### src/sv/box_filter_image_downscale_defines.svh
// Assertion macros for the box filter downscaler.
// Included by modules that carry concurrent assertions; expects clk and rst in scope.
`ifndef BOX_FILTER_IMAGE_DOWNSCALE_DEFINES_SVH
`define BOX_FILTER_IMAGE_DOWNSCALE_DEFINES_SVH
`ifndef NO_ASSERTIONS
// checked outside reset
`define BFD_ASSERT(label, prop) \
  label: assert property (@(posedge clk) disable iff (rst) prop) \
    else $error("box filter assertion failed");
// checked at every edge, reset included
`define BFD_ASSERT_ALWAYS(label, prop) \
  label: assert property (@(posedge clk) prop) \
    else $error("box filter assertion failed");
`else
`define BFD_ASSERT(label, prop)
`define BFD_ASSERT_ALWAYS(label, prop)
`endif
`endif

### src/sv/bfd_pkg.sv
// Shared constants, types and command/status structs of the box filter downscaler.
// No dependencies.
`default_nettype none
package bfd_pkg;
  localparam int MAX_WIDTH  = 4096;
  localparam int MAX_HEIGHT = 4096;
  localparam int DIM_W   = 13;                 // size registers
  localparam int POS_W   = $clog2(MAX_WIDTH);  // column position / band
  localparam int ROW_W   = 12;                 // row position / band
  localparam int ACC_W   = 25;                 // band boundary products
  localparam int PIX_W   = 8;
  localparam int SUM_W   = 32;
  localparam int CNT_W   = 25;
  localparam int RAM_W   = 3 * SUM_W + CNT_W;
  localparam int DIVX_W  = SUM_W + 1;
  localparam int QBIT_W  = 3;                  // quotient bit index, 8 bits of mean
  localparam int CFG_IDX_W  = 8;
  localparam int CFG_DATA_W = 16;

  localparam logic [CFG_IDX_W-1:0] REG_SRC_WIDTH  = CFG_IDX_W'(0);
  localparam logic [CFG_IDX_W-1:0] REG_SRC_HEIGHT = CFG_IDX_W'(1);
  localparam logic [CFG_IDX_W-1:0] REG_OUT_WIDTH  = CFG_IDX_W'(2);
  localparam logic [CFG_IDX_W-1:0] REG_OUT_HEIGHT = CFG_IDX_W'(3);

  typedef enum logic [1:0] {
    S_IDLE,
    S_ACC,
    S_DIV,
    S_DONE
  } state_t;

  typedef struct packed {
    logic              accept;
    logic              acc;
    logic              div_step;
    logic [QBIT_W-1:0] div_bit;
    logic              load_out;
  } cmd_t;

  typedef struct packed {
    logic box_end;
    logic out_busy;
  } status_t;
endpackage
`default_nettype wire

### src/sv/bfd_ctrl.sv
// Sequencer of the box filter downscaler: accept, accumulate, divide, hand off.
// Depends on bfd_pkg and box_filter_image_downscale_defines.svh.
`default_nettype none
`include "box_filter_image_downscale_defines.svh"
module bfd_ctrl (
  input  wire logic            clk,
  input  wire logic            rst,
  input  wire logic            in_valid,
  output logic                 in_ready,
  input  wire bfd_pkg::status_t status,
  output bfd_pkg::cmd_t        cmd
);
  bfd_pkg::state_t state, state_next;
  logic [bfd_pkg::QBIT_W-1:0] div_bit, div_bit_next;

  always_ff @(posedge clk) begin
    if (rst) begin
      state   <= bfd_pkg::S_IDLE;
      div_bit <= '0;
    end else begin
      state   <= state_next;
      div_bit <= div_bit_next;
    end
  end

  always_comb begin
    state_next   = state;
    div_bit_next = div_bit;
    in_ready     = 1'b0;
    cmd          = '0;
    cmd.div_bit  = div_bit;
    unique case (state)
      bfd_pkg::S_IDLE: begin
        in_ready = 1'b1;
        if (in_valid) begin
          cmd.accept = 1'b1;
          state_next = bfd_pkg::S_ACC;
        end
      end
      bfd_pkg::S_ACC: begin
        cmd.acc = 1'b1;
        if (status.box_end) begin
          div_bit_next = '1;
          state_next   = bfd_pkg::S_DIV;
        end else begin
          state_next = bfd_pkg::S_IDLE;
        end
      end
      bfd_pkg::S_DIV: begin
        cmd.div_step = 1'b1;
        div_bit_next = div_bit - 1'b1;
        if (div_bit == '0) begin
          state_next = bfd_pkg::S_DONE;
        end
      end
      bfd_pkg::S_DONE: begin
        if (!status.out_busy) begin
          cmd.load_out = 1'b1;
          state_next   = bfd_pkg::S_IDLE;
        end
      end
      default: state_next = bfd_pkg::S_IDLE;
    endcase
  end

  `BFD_ASSERT(a_acc_follows_accept, cmd.accept |=> state == bfd_pkg::S_ACC)
  `BFD_ASSERT(a_div_ends, (state == bfd_pkg::S_DIV && div_bit == '0) |=> state == bfd_pkg::S_DONE)
  `BFD_ASSERT(a_no_overwrite, cmd.load_out |-> !status.out_busy)
  `BFD_ASSERT_ALWAYS(a_reset_idle, rst |=> state == bfd_pkg::S_IDLE)
endmodule
`default_nettype wire

### config.mk
export PLATFORM = sky130hd
export DESIGN_NAME = bfd_ctrl
export DESIGN_NICKNAME = d
export VERILOG_FILES = /design/src/sv/bfd_pkg.sv /design/src/sv/bfd_ctrl.sv
export VERILOG_INCLUDE_DIRS = /design/src /design/src/sv
export SDC_FILE = /design/constraint.sdc
export NUM_CORES = 1
export LEC_CHECK = 0
export ABC_CLOCK_PERIOD_IN_PS = 2530
export BUFFER_PORTS_ARGS = -buffer_cell sky130_fd_sc_hd__buf_4
export CAP_MARGIN = 40
export CORE_AREA = 8 8 45 47
export DETAILED_ROUTE_END_ITERATION = 16
export DIE_AREA = 0 0 53 55
export MAX_ROUTING_LAYER = met4
export PLACE_DENSITY = 0.42
export SLEW_MARGIN = 20
export SYNTH_ARGS = -nofsm -noshare
export SYNTH_HDL_FRONTEND = slang
export SYNTH_SLANG_ARGS = --single-unit
### constraint.sdc
create_clock -name clk -period 2.53 [get_ports clk]
set_input_delay 0.253 -clock clk [delete_from_list [all_inputs] [get_ports clk]]
set_output_delay 0.253 -clock clk [all_outputs]
set_load 0.02 [all_outputs]
Word level (Yosys, flattened, before mapping)

Index checks and enable logic that the tools add are counted.

Reductions and logical operators: 5
Shift-type cells: 0
Bitwise logic cells: 0
Magnitude comparators: 0
Add/sub/neg operators: 1
Multipliers: 0
Muxes and demuxes: 14
Divide/modulo/power cells: 0
Equal/unequal tests: 7

Operators with widths:

| kind                  | count |
|---|---|
| $mux W2               | 4 |
| $ne A2 B2 Y1 const B  | 4 |
| $pmux W2 S4           | 1 |
| $mux W1               | 7 |
| $pmux W3 S2           | 1 |
| $eq A2 B2 Y1 const B  | 2 |
| $logic_not A3 Y1      | 1 |
| $mux W3               | 1 |
| $reduce_and A3 Y1     | 1 |
| $sub A3 B1 Y3 const B | 1 |
| $eq A2 B1 Y1 const B  | 1 |
| $logic_not A2 Y1      | 1 |
| $reduce_and A2 Y1     | 1 |
| $reduce_bool A2 Y1    | 1 |

Latch bits: 0
Input bits: 5
Memories kept: 0
Word-level logic and storage cells: 29
Memory bits (read-only): 0
Flip-flop bits (word level): 5
Memory bits (writable): 0

Longest topological paths before layout

Depth in word-level cells: 3
Gate-level depth with buffers: 6
Gate-level depth less buffers: 6

Least setup slack after synthesis

Ideal clock, no wire load.

Kind: register to register
From: register div_bit[0] in the netlist's numbering
To: register div_bit[2] in the netlist's numbering
Path slack: 1200 ps
Data arrival time: 1208 ps
Setup time: 123 ps
Cell stages (with the launch flop): 7
Buffers on the path: 0
Data required time: 2407 ps
Clock period less this slack: 1330 ps
Path through: dfxtp_1 > inv_1 > ha_1 > ha_1 > inv_1 > a22oi_1 > a21oi_1

Word-level cells in the longest chain between the ends: 2

Ends and longest elaborated chain:

| item                     | RTL line       | source |
|---|---|---|
| start: declaration       | bfd_ctrl.sv:14 | `logic [bfd_pkg::QBIT_W-1:0] div_bit, div_bit_next;` |
| start signal: assignment | bfd_ctrl.sv:22 | `div_bit <= div_bit_next;` |
| $sub A3 B1 Y3            | bfd_ctrl.sv:51 | `div_bit_next = div_bit - 1'b1;` |
| $pmux W3 S2              | bfd_ctrl.sv:32 | `unique case (state)` |

Every way passes these cells.
A chain may end at the register's enable or synchronous reset.

==> results.md <==
* Fmax at slightly below 0.7 GHz
* Clock Path Buffers at 2
* Crit path time final at between 1 and 1.5 ns
* Initial antenna violation count at 0
* Pwr/cell area at 693.9 nW/um2
* Gate Count Post-Synth at 37
* Post-synth design cell area at ~310 um2
* CP arrival at between 1 and 1.5 ns
* Area added between synthesis and finish at 37.75%
* Clock transition at path regs at approximately 0.050 ns
* DRT iter0 DRCs at 10
* Largest net degree at the start of global routing at 11
* Worst EP required at roughly 2.3 ns
* CTS Hold Bufs at 0
* Hold path endpoint: div_bit[1]
* DPL Wire Length at approximately 580 um
* RSZ-0062 raised after global routing: no
* Cts bufs inserted at 3
* Final worst slack at around 1.1 ns
* Crit start category: flip-flop
* Worst Hold Launch: rst
* Net Switching at between 0.0001 and 0.00015 W
* First-pass GRT wire length at roughly 1200 um
* DR DRC count at 0
* Sequential Power Share at 0.351
* Worst path cell trace: nor2_1 -> and2_1 -> buf_4
* Switching Share at 0.3424
* Synth warn at 0
* Total track usage at 0.05968
* Max Transition Viols Final at 0
* Ratio of cells with drive above 1 in the final layout at 0.3725
* R2R cell count at 6
* Crit Path Class: flip-flop to output port
* Crit end category: output port
* Synth cell count leaders: inv_1 (6), dfxtp_1 (5)
* WL final at between 700 and 800 um
* Die area at between 2000 and 3000 um2
* Crit-path max FO at 10
* Setup TNS at 0 ns
* Most frequent cell after synthesis: inv_1
* CP max stage delay at around 0.54 ns
* Root Buffer: clkbuf_4
* Post-synth net total at 44
* FF-to-FF setup slack at around 1.3 ns
* #FFs+latches synth at 5
* Critical path's slowest cell: dfxtp_1
* Worst vdd ir at 276.6 uV
* Post-synthesis sequential area ratio at 0.3213
* Fillers at 150
* Nets at 59
* RD Place Congestion at roughly 0.67
* Int Pwr at just under 0.0002 W
* IO Port Bufs at 12
* Prevailing post-synth register cell: dfxtp_1
* Final setup fails at 0
* Total gr overflow at 0
* Clk_skew at approximately 0.0050 ns
* R2r endpoint: div_bit[2]
* # Post-CTS Setup Buffers at 0
* Worst min path class: input port to flip-flop
* Clk network pwr share at 0.326
* Initial Utilization at 0.2251
* Hold path cells at 2
* Setup WS pre-CTS at 1.289 ns
* Die height at around 55 um
* Final hold vios at 0
* EDFF count, synth at 0
* Max-cap violations at 0
* Share of the synthesized area in the top cell type at 0.3213
* CTS Sinks at 5
* Drt first pass iters at 4
* Antenna-violating nets left at 0
* Yosys cell types at 17
* Synth area leaders: dfxtp_1 (32%), ha_1 (8.0%), a22oi_1 (7.2%)
* Io pins at 13
* Slew headroom at 0.7488
* Outcome: completed
* WL/cell at ~12 um
* Die width at approximately 53 um
* Async SR Flop Fraction at 0
* RR Startpoint: div_bit[1]
* Worst-Skew Late Latency at about 0.25 ns
* Tcrit/Tclk final at 0.5755
* Resized Gates After CTS at 0
* Leakage at ~0.19 nW
* Row count at 14
* Routed via count at around 300
* Core Region at about 1400 um2
* Logic pwr share at 0.323
* Post-layout util at 0.3101
* # H-tree levels at 1
* CTS tree: yes
* Vias in the first global route at ~270
* Antenna Cells at 0
* Via density at between 4 and 5
* Actual slew at the worst max-slew pin at between 0.3 and 0.4 ns
* Syn avg cell area at approximately 8.4 um2
* Cell taking the most area after synthesis: dfxtp_1
## area by class of cell
cell class                 count  area [um2]  area share
inverter                       6       22.52     0.05248
multi-input combinational     24       170.2      0.3965
tap                           16       20.02     0.04665
clock buffer                   4       26.28     0.06122
sequential                     5       100.1      0.2332
timing repair buffer          12       90.09      0.2099
## cells in the final DEF, fill, tap and decap left out, types with 2 or more instances in the layout
master	instances
a211oi_1	2
a21oi_1	3
a22oi_1	3
buf_4	12
clkbuf_4	3
dfxtp_1	5
ha_1	2
inv_1	6
nor2_1	3
nor2b_2	2
o21ai_0	3
## how the worst max path moves through the flow
stage	to	cells past startpoint	startpoint	slack, ns
final	cmd[6]	3	state[0]	1.07
after CTS	cmd[6]	3	state[0]	1.07
after global placement	div_bit[2]	6	div_bit[1]	1.30
after detailed placement	div_bit[2]	6	div_bit[0]	1.29
after global routing	cmd[6]	3	state[0]	1.0
after floorplan	div_bit[2]	6	div_bit[0]	1.20
## per-layer routing
| layer | share of wire | up-vias | global-route usage |
|---|---|---|---|
| li1 | - | 151 | - |
| met3 | 0.11 | 5 | 0.02139 |
| met2 | 0.37 | 14 | 0.07813 |
| met4 | 0.039 | 0 | 0.06466 |
| met5 | 0 | - | - |
| met1 | 0.48 | 128 | 0.06535 |
## worst max-delay path: cells and delay by family (launching register included)
family,cells,cell delay (ns)
buffers and inverters,1,0.15
flip-flops,1,0.54
AND/OR/NAND/NOR,2,0.27
## metrics by stage
| step | std cells | hold WS, ns | total power, W | instance area [um2] |
|---|---|---|---|---|
| after global placement | 63 | 0.4659 | 0.0002033 | 402.9 |
| after global routing | 67 | 0.2044 | 0.0003214 | 429.2 |
| after CTS | 67 | 0.2028 | 0.0003010 | 429.2 |
| final | 67 | 0.2020 | 0.0002978 | 429.2 |
| after floorplan | 37 | 0.3221 | 0.0001692 | 311.5 |
| after detailed placement | 63 | 0.4645 | 0.0002028 | 402.9 |
## cells by family (layout without fill, tap and decap cells)
logic type,count (synthesis),in the layout,share of synthesized area
buffers and inverters,8,22,0.1325
and+or+nand+nor,10,10,0.2169
muxes,1,1,0.03213
DFF,5,5,0.3213
adders and majority gates,2,2,0.08031
AOI/OAI and AO/OA,11,11,0.2168
## power groups by stage
stage / Combinational, W / Clock, W / Sequential (W)
after floorplan: 0.0000646 / 0 / 0.000105
after global placement: 0.0000976 / 0 / 0.000106
after detailed placement: 0.0000970 / 0 / 0.000106
after CTS: 0.0000975 / 0.0000990 / 0.000105
after global routing: 0.000108 / 0.000107 / 0.000106
final: 0.0000962 / 0.0000971 / 0.000104
Note: power is estimated with default switching activity, not from simulation.
